[config.mk]
export PLATFORM = sky130hd
export DESIGN_NAME = symbol_binding_lru_cache
export DESIGN_NICKNAME = d
export VERILOG_FILES = /design/src/hw/rtl/sblc_pkg.sv /design/src/hw/rtl/sblc_select.sv /design/src/hw/rtl/symbol_binding_lru_cache.sv
export SDC_FILE = /design/constraint.sdc
export NUM_CORES = 1
export LEC_CHECK = 0
export BUFFER_PORTS_ARGS = -buffer_cell sky130_fd_sc_hd__buf_4
export CORE_UTILIZATION = 50
export CTS_CLUSTER_DIAMETER = 80
export CTS_CLUSTER_SIZE = 8
export DETAILED_ROUTE_END_ITERATION = 10
export PLACE_DENSITY = 0.72
export SLEW_MARGIN = 40
export SYNTH_ARGS = -nofsm -noshare
export SYNTH_HDL_FRONTEND = slang
export SYNTH_SLANG_ARGS = --single-unit
[constraint.sdc]
create_clock -name clk_i -period 4.9 [get_ports clk_i]
set_input_delay 0.735 -clock clk_i [delete_from_list [all_inputs] [get_ports clk_i]]
set_output_delay 0.735 -clock clk_i [all_outputs]
set_load 0.01 [all_outputs]
[src/hw/rtl/sblc_pkg.sv]
// ----------------------------------------------------------------------------
// sblc_pkg
// Shared types and constants of the symbol binding LRU cache: command codes,
// field widths and the request and response transaction structs.
// ----------------------------------------------------------------------------
`default_nettype none

package sblc_pkg;

  // Default cache depth
  localparam int unsigned Entries = 5;

  // Field widths
  localparam int unsigned CmdW   = 2;
  localparam int unsigned KeyW   = 16;
  localparam int unsigned LocW   = 16;
  localparam int unsigned StampW = 32;

  // Command codes; the fourth code is a no-op
  localparam logic [CmdW-1:0] CmdLookup     = 2'd0;
  localparam logic [CmdW-1:0] CmdInsert     = 2'd1;
  localparam logic [CmdW-1:0] CmdInvalidate = 2'd2;

  // Request transaction
  typedef struct packed {
    logic [CmdW-1:0] command;
    logic [KeyW-1:0] symbol_key;
    logic [KeyW-1:0] env_tag;
    logic [LocW-1:0] location_in;
  } req_t;

  // Response transaction
  typedef struct packed {
    logic            hit;
    logic [LocW-1:0] location_out;
  } rsp_t;

endpackage

`default_nettype wire

[src/hw/rtl/sblc_select.sv]
// ----------------------------------------------------------------------------
// sblc_select
// Parallel tag compare and replacement choice over all entries. Gives one-hot
// vectors for the lookup hit, the invalidate target and the insert victim.
// ----------------------------------------------------------------------------
`default_nettype none

module sblc_select #(
  parameter int unsigned NumEntries = sblc_pkg::Entries
) (
  input  logic                        valid_i   [NumEntries],
  input  logic [sblc_pkg::KeyW-1:0]   symbol_i  [NumEntries],
  input  logic [sblc_pkg::KeyW-1:0]   env_i     [NumEntries],
  input  logic [sblc_pkg::StampW-1:0] stamp_i   [NumEntries],
  input  logic [sblc_pkg::KeyW-1:0]   key_sym_i,
  input  logic [sblc_pkg::KeyW-1:0]   key_env_i,
  output logic [NumEntries-1:0]       lookup_oh_o,
  output logic [NumEntries-1:0]       inval_oh_o,
  output logic [NumEntries-1:0]       victim_oh_o
);

  logic [NumEntries-1:0] sym_match;
  logic [NumEntries-1:0] full_match;
  logic [NumEntries-1:0] first_free;
  logic [NumEntries-1:0] oldest;
  logic                  all_valid;

  // Tag compares
  always_comb begin
    for (int i = 0; i < NumEntries; i++) begin
      sym_match[i]  = valid_i[i] && (symbol_i[i] == key_sym_i);
      full_match[i] = sym_match[i] && (env_i[i] == key_env_i);
    end
  end

  // Lowest-index pick for hits, invalidate target and free entry
  always_comb begin
    logic blk_hit;
    logic blk_inv;
    logic blk_free;
    for (int i = 0; i < NumEntries; i++) begin
      blk_hit  = 1'b0;
      blk_inv  = 1'b0;
      blk_free = 1'b0;
      for (int j = 0; j < i; j++) begin
        blk_hit  = blk_hit  | full_match[j];
        blk_inv  = blk_inv  | sym_match[j];
        blk_free = blk_free | ~valid_i[j];
      end
      lookup_oh_o[i] = full_match[i] & ~blk_hit;
      inval_oh_o[i]  = sym_match[i] & ~blk_inv;
      first_free[i]  = ~valid_i[i] & ~blk_free;
    end
  end

  // Oldest stamp: strictly below lower entries, not above higher ones
  always_comb begin
    for (int i = 0; i < NumEntries; i++) begin
      oldest[i] = 1'b1;
      for (int j = 0; j < NumEntries; j++) begin
        if (j < i) begin
          oldest[i] = oldest[i] & (stamp_i[i] < stamp_i[j]);
        end else if (j > i) begin
          oldest[i] = oldest[i] & (stamp_i[i] <= stamp_i[j]);
        end
      end
    end
  end

  // Empty entries win over any stamp
  always_comb begin
    all_valid = 1'b1;
    for (int i = 0; i < NumEntries; i++) begin
      all_valid = all_valid & valid_i[i];
    end
    victim_oh_o = all_valid ? oldest : first_free;
  end

endmodule

`default_nettype wire

[src/hw/rtl/symbol_binding_lru_cache.sv]
// ----------------------------------------------------------------------------
// symbol_binding_lru_cache
// Fully associative cache of symbol bindings tagged by symbol and
// environment, with lookup, LRU-replacing insert and invalidate by symbol.
// ----------------------------------------------------------------------------
//
//  Channel | Handshake              | Payload            | Direction
//  --------+------------------------+--------------------+----------
//  in      | in_valid_i/in_ready_o  | in_data_i  (req_t) | into block
//  out     | out_valid_o/out_ready_i| out_data_o (rsp_t) | out of block
//
//  One command per cycle sustained while responses are taken; a response is
//  offered once its transaction has passed the input register, then the
//  response register.
//  The command is executed by the compare and LRU logic between the two
//  registers; cache state is updated at the edge that loads the response.
//  A stalled response holds the execute stage; the input register still
//  takes one more transaction while the response waits.
//  Reset clears valid bits, the use counter and both stage valids; entry
//  payloads are not reset.
// ----------------------------------------------------------------------------
`default_nettype none

module symbol_binding_lru_cache #(
  parameter int unsigned ENTRIES = sblc_pkg::Entries
) (
  input  logic           clk_i,
  input  logic           rst_ni,
  input  logic           in_valid_i,
  output logic           in_ready_o,
  input  sblc_pkg::req_t in_data_i,
  output logic           out_valid_o,
  input  logic           out_ready_i,
  output sblc_pkg::rsp_t out_data_o
);

  // Entry storage
  logic                        valid_q  [ENTRIES];
  logic [sblc_pkg::KeyW-1:0]   symbol_q [ENTRIES];
  logic [sblc_pkg::KeyW-1:0]   env_q    [ENTRIES];
  logic [sblc_pkg::LocW-1:0]   loc_q    [ENTRIES];
  logic [sblc_pkg::StampW-1:0] stamp_q  [ENTRIES];
  logic [sblc_pkg::StampW-1:0] counter_q;

  // Stage registers
  logic           req_valid_q;
  sblc_pkg::req_t req_q;
  logic           rsp_valid_q;
  sblc_pkg::rsp_t rsp_q, rsp_d;

  logic                  advance;
  logic                  exec;
  logic                  do_lookup, do_insert, do_inval;
  logic                  lookup_hit;
  logic [ENTRIES-1:0]    lookup_oh, inval_oh, victim_oh;
  logic [ENTRIES-1:0]    fill_en, stamp_en, clear_en;
  logic [sblc_pkg::LocW-1:0] hit_loc;

  // Handshake
  assign advance     = ~rsp_valid_q | out_ready_i;
  assign exec        = req_valid_q & advance;
  assign in_ready_o  = ~req_valid_q | advance;
  assign out_valid_o = rsp_valid_q;
  assign out_data_o  = rsp_q;

  // Input register
  always_ff @(posedge clk_i or negedge rst_ni) begin
    if (!rst_ni) begin
      req_valid_q <= 1'b0;
    end else if (in_ready_o) begin
      req_valid_q <= in_valid_i;
    end
  end

  always_ff @(posedge clk_i) begin
    if (in_valid_i && in_ready_o) begin
      req_q <= in_data_i;
    end
  end

  // Command decode
  always_comb begin
    do_lookup = 1'b0;
    do_insert = 1'b0;
    do_inval  = 1'b0;
    unique case (req_q.command)
      sblc_pkg::CmdLookup:     do_lookup = 1'b1;
      sblc_pkg::CmdInsert:     do_insert = 1'b1;
      sblc_pkg::CmdInvalidate: do_inval  = 1'b1;
      default: ;
    endcase
  end

  // Compare and replacement choice
  sblc_select #(
    .NumEntries (ENTRIES)
  ) u_select (
    .valid_i     (valid_q),
    .symbol_i    (symbol_q),
    .env_i       (env_q),
    .stamp_i     (stamp_q),
    .key_sym_i   (req_q.symbol_key),
    .key_env_i   (req_q.env_tag),
    .lookup_oh_o (lookup_oh),
    .inval_oh_o  (inval_oh),
    .victim_oh_o (victim_oh)
  );

  // Hit location: AND-OR over the one-hot match
  always_comb begin
    hit_loc = '0;
    for (int i = 0; i < ENTRIES; i++) begin
      hit_loc = hit_loc | (loc_q[i] & {sblc_pkg::LocW{lookup_oh[i]}});
    end
  end

  assign lookup_hit = do_lookup & (|lookup_oh);

  // Per-entry write enables
  always_comb begin
    for (int i = 0; i < ENTRIES; i++) begin
      fill_en[i]  = exec & do_insert & victim_oh[i];
      stamp_en[i] = fill_en[i] | (exec & do_lookup & lookup_oh[i]);
      clear_en[i] = exec & do_inval & inval_oh[i];
    end
  end

  // Valid bits and use counter
  always_ff @(posedge clk_i or negedge rst_ni) begin
    if (!rst_ni) begin
      for (int i = 0; i < ENTRIES; i++) begin
        valid_q[i] <= 1'b0;
      end
      counter_q <= '0;
    end else begin
      for (int i = 0; i < ENTRIES; i++) begin
        if (fill_en[i]) begin
          valid_q[i] <= 1'b1;
        end else if (clear_en[i]) begin
          valid_q[i] <= 1'b0;
        end
      end
      if (exec && (do_insert || lookup_hit)) begin
        counter_q <= counter_q + sblc_pkg::StampW'(1);
      end
    end
  end

  // Entry payloads
  always_ff @(posedge clk_i) begin
    for (int i = 0; i < ENTRIES; i++) begin
      if (fill_en[i]) begin
        symbol_q[i] <= req_q.symbol_key;
        env_q[i]    <= req_q.env_tag;
        loc_q[i]    <= req_q.location_in;
      end
      if (stamp_en[i]) begin
        stamp_q[i] <= counter_q;
      end
    end
  end

  // Response register
  always_comb begin
    rsp_d.hit          = lookup_hit;
    rsp_d.location_out = lookup_hit ? hit_loc : '0;
  end

  always_ff @(posedge clk_i or negedge rst_ni) begin
    if (!rst_ni) begin
      rsp_valid_q <= 1'b0;
    end else if (advance) begin
      rsp_valid_q <= req_valid_q;
    end
  end

  always_ff @(posedge clk_i) begin
    if (exec) begin
      rsp_q <= rsp_d;
    end
  end

endmodule

`default_nettype wire

==> results_dict.tcl <==
set metrics [dict create \
    totalPowerFinal_uw 10280 \
    p_per_area_mw_per_mm2 344.8 \
    fp-row-count 83 \
    nNetsFinal 2505 \
    gp_congestion 1.045 \
    yosys.cell_types.count 68 \
    path_clk_slew_ns 0.05 \
    cts_resized 0 \
    fmax_ghz 0.2381 \
    ff2ff_path_depth 11 \
    io_buffers 72 \
    grt_overflow 0 \
    rrSetupSlack_ns 0.70 \
    dp_hpwl_um 49220 \
    cp.arrival_ns 4.47 \
    clk_latency_ns 0.61 \
    hp-class "input port to async pin" \
    layout_min_cycle_time_ns 4.200 \
    outcome "finished clean" \
    skew_ns 0.02260 \
    grt_max_degree 49 \
    rsz0062_at_grt "no" \
    die_w_um 231.0 \
    drv_cap 0 \
    critPathLaunch "stamp_q[151]" \
    syn_to_final_growth_pct 13.70 \
    cp-end-kind "flip-flop" \
    synth.top_cell.area_share_pct 53.47 \
    cp_max_fo 20 \
    met2_length_um 31830 \
    numCtsBuffers 74 \
    max-slew-margin-rel_pct 44.02 \
    htreeDepth 3 \
    worstSetupPathType "flip-flop to flip-flop" \
    grt_usage_pct 25.56 \
    tritoncts "yes" \
    viasPerCell 5.946 \
    syn-cell-area_mm2 0.02623 \
    async_flop_share_pct 7.708 \
    grt_pass1_vias 17610 \
    ir_worst_vdd_uv 377.6 \
    grt_pass1_wl_um 102200 \
    io_pins 73 \
    synth_enable_flop_cells 467 \
    ant_nets 0 \
    core-area_mm2 0.05161 \
    critical_path.endpoint "env_q[74]" \
    drt_iter0_drc 1462 \
    ys_ff_latch 506 \
    met3_length_um 4265 \
    dieArea_mm2 0.05337 \
    post-cts-setup-buffers 0 \
    drive_above_1_share_pct 9.526 \
    layout_setup_ws_ns 0.6996 \
    highest_layer "met4" \
    synth.avg_cell_area_um2 13.05 \
    power.leakage_uw 0.01162 \
    start_util_pct 50.82 \
    place_ws_ns 0.7026 \
    synth_top_area_cell "edfxtp_1" \
    via_count 16970 \
    clkSinkCount 506 \
    wire_per_inst_um 23.48 \
    wirelength_um 66990 \
    first_pass_iters 6 \
    required_ns 5.17 \
    wl_met1_um 28570 \
    remaining_drc_errors 0 \
    ys_seq_area_share_pct 57.19 \
    ctsHoldBuffers 0 \
    syn_inst 2010 \
    finalSetupTns_ns 0 \
    cts-root-buf "clkbuf_16" \
    clockBufferDepth 3 \
    synth.area.top_cells "edfxtp_1 53%, ha_1 15%, xor2_1 5.4%, dfrtp_1 3.7%, inv_1 2.1%" \
    setup_violations 0 \
    crit_path_start_kind "flip-flop" \
    die_y_um 231.0 \
    finalCritPeriodShare_pct 85.72 \
    yosysWarningCount 0 \
    report.final.hold_viol_count 0 \
    worst_pin_slew_ns 0.8321 \
    synth_nets 2385 \
    hold_ws_ns 0.1287 \
    r2r-start "stamp_q[151]" \
    antenna-diode-count 0 \
    ys.flop_type "edfxtp_1" \
    reg2reg_to "env_q[74]" \
    antenna_found_initial 1 \
    drv_slew 0 \
]
-- critical path, stage by stage (launching register included) --
cell       delay, ns
edfxtp_1        0.40
inv_1           0.09
ha_1            0.32
and4_1          0.35
nor4bb_1        0.70
o2111ai_1       0.21
a21oi_1         0.25
a2111oi_0       0.14
a221oi_1        0.34
o211ai_1        0.31
o21ai_4         0.35
buf_4           0.40
-- placed cells by master, fill, tap and decap left out, drive strengths merged, types with 30 or more instances in the layout --
cell type,instances
a21o,45
a21oi,102
buf,96
clkbuf,112
dfrtp,39
edfxtp,467
ha,321
inv,151
nand2,105
nand4,84
nor2,58
nor4,55
o21ai,76
xnor2,30
xor2,161
-- report_power, final --
group	total, uW	internal (uW)	switching (uW)
clock	4720	2900	1820
combinational	464	200	264
sequential	5100	4880	217
-- cell usage after synthesis, types with 16 or more instances --
library cell / count
a21o_1: 45
nand3_1: 28
a22oi_1: 17
xor2_1: 161
nor2b_1: 21
clkbuf_1: 20
nand2_1: 105
mux2i_1: 16
o21ai_0: 75
dfrtp_1: 39
nor2_1: 58
nor4_1: 51
a21oi_1: 102
buf_2: 17
inv_1: 147
ha_1: 321
xnor2_1: 30
nor3_1: 29
edfxtp_1: 467
nand4_1: 84
o21a_1: 16
o211ai_1: 16
-- layout make-up --
cell class | count | area [um2]
Inverter | 148 | 555.5
Fill cell | 4035 | 21790
Tap cell | 680 | 850.8
Sequential cell | 506 | 15000
Clock inverter | 7 | 108.9
Clock buffer | 112 | 2037
Timing Repair Buffer | 96 | 760.7
Multi-Input combinational cell | 1304 | 10510
-- stage by stage --
stage	utilization [%]	cells	cell area (um2)
6_report	57.78	2853	29820
5_1_grt	57.78	2853	29820
4_1_cts	57.76	2853	29810
3_5_place_dp	53.61	2734	27670
3_3_place_gp	53.50	2732	27610
2_1_floorplan	-	2010	26230
-- flip-flops by register name, indices dropped and copies added (netlist names) --
name,flops
stamp_q,160
out_valid_o,1
env_q,80
req_valid_q,1
loc_q,80
symbol_q,80
out_data_o,17
counter_q,32
req_q,50
valid_q,5
-- layer usage --
metal / track usage, % / vias up
met1: 33.80 / 8383
li1: - / 7852
met4: 10.91 / 0
met2: 41.46 / 604
met5: 0 / -
met3: 4.540 / 126
-- logic make-up (layout without fill, tap and decap cells) --
| logic type | Yosys count | count (layout) | share of synthesized area (%) |
|---|---|---|---|
| compound gates | 341 | 341 | 8.229 |
| xor+xnor | 191 | 191 | 6.378 |
| fa+ha+maj | 321 | 321 | 15.31 |
| buf+inv | 200 | 363 | 3.215 |
| flops | 506 | 506 | 57.19 |
| mux | 17 | 17 | 0.6535 |
| simple gates | 434 | 434 | 9.021 |
-- worst min-delay path by stage --
stage	from	to	cells past startpoint
final	rst_ni	counter_q[1]	1
after global routing	rst_ni	counter_q[1]	1
after CTS	rst_ni	counter_q[1]	1
after detailed placement	req_q[3]	loc_q[0][35]	0
after global placement	req_q[49]	valid_q[4]	1
after floorplan	rst_ni	counter_q[0]	0
No activity file was read; power rests on OpenSTA's default activity.
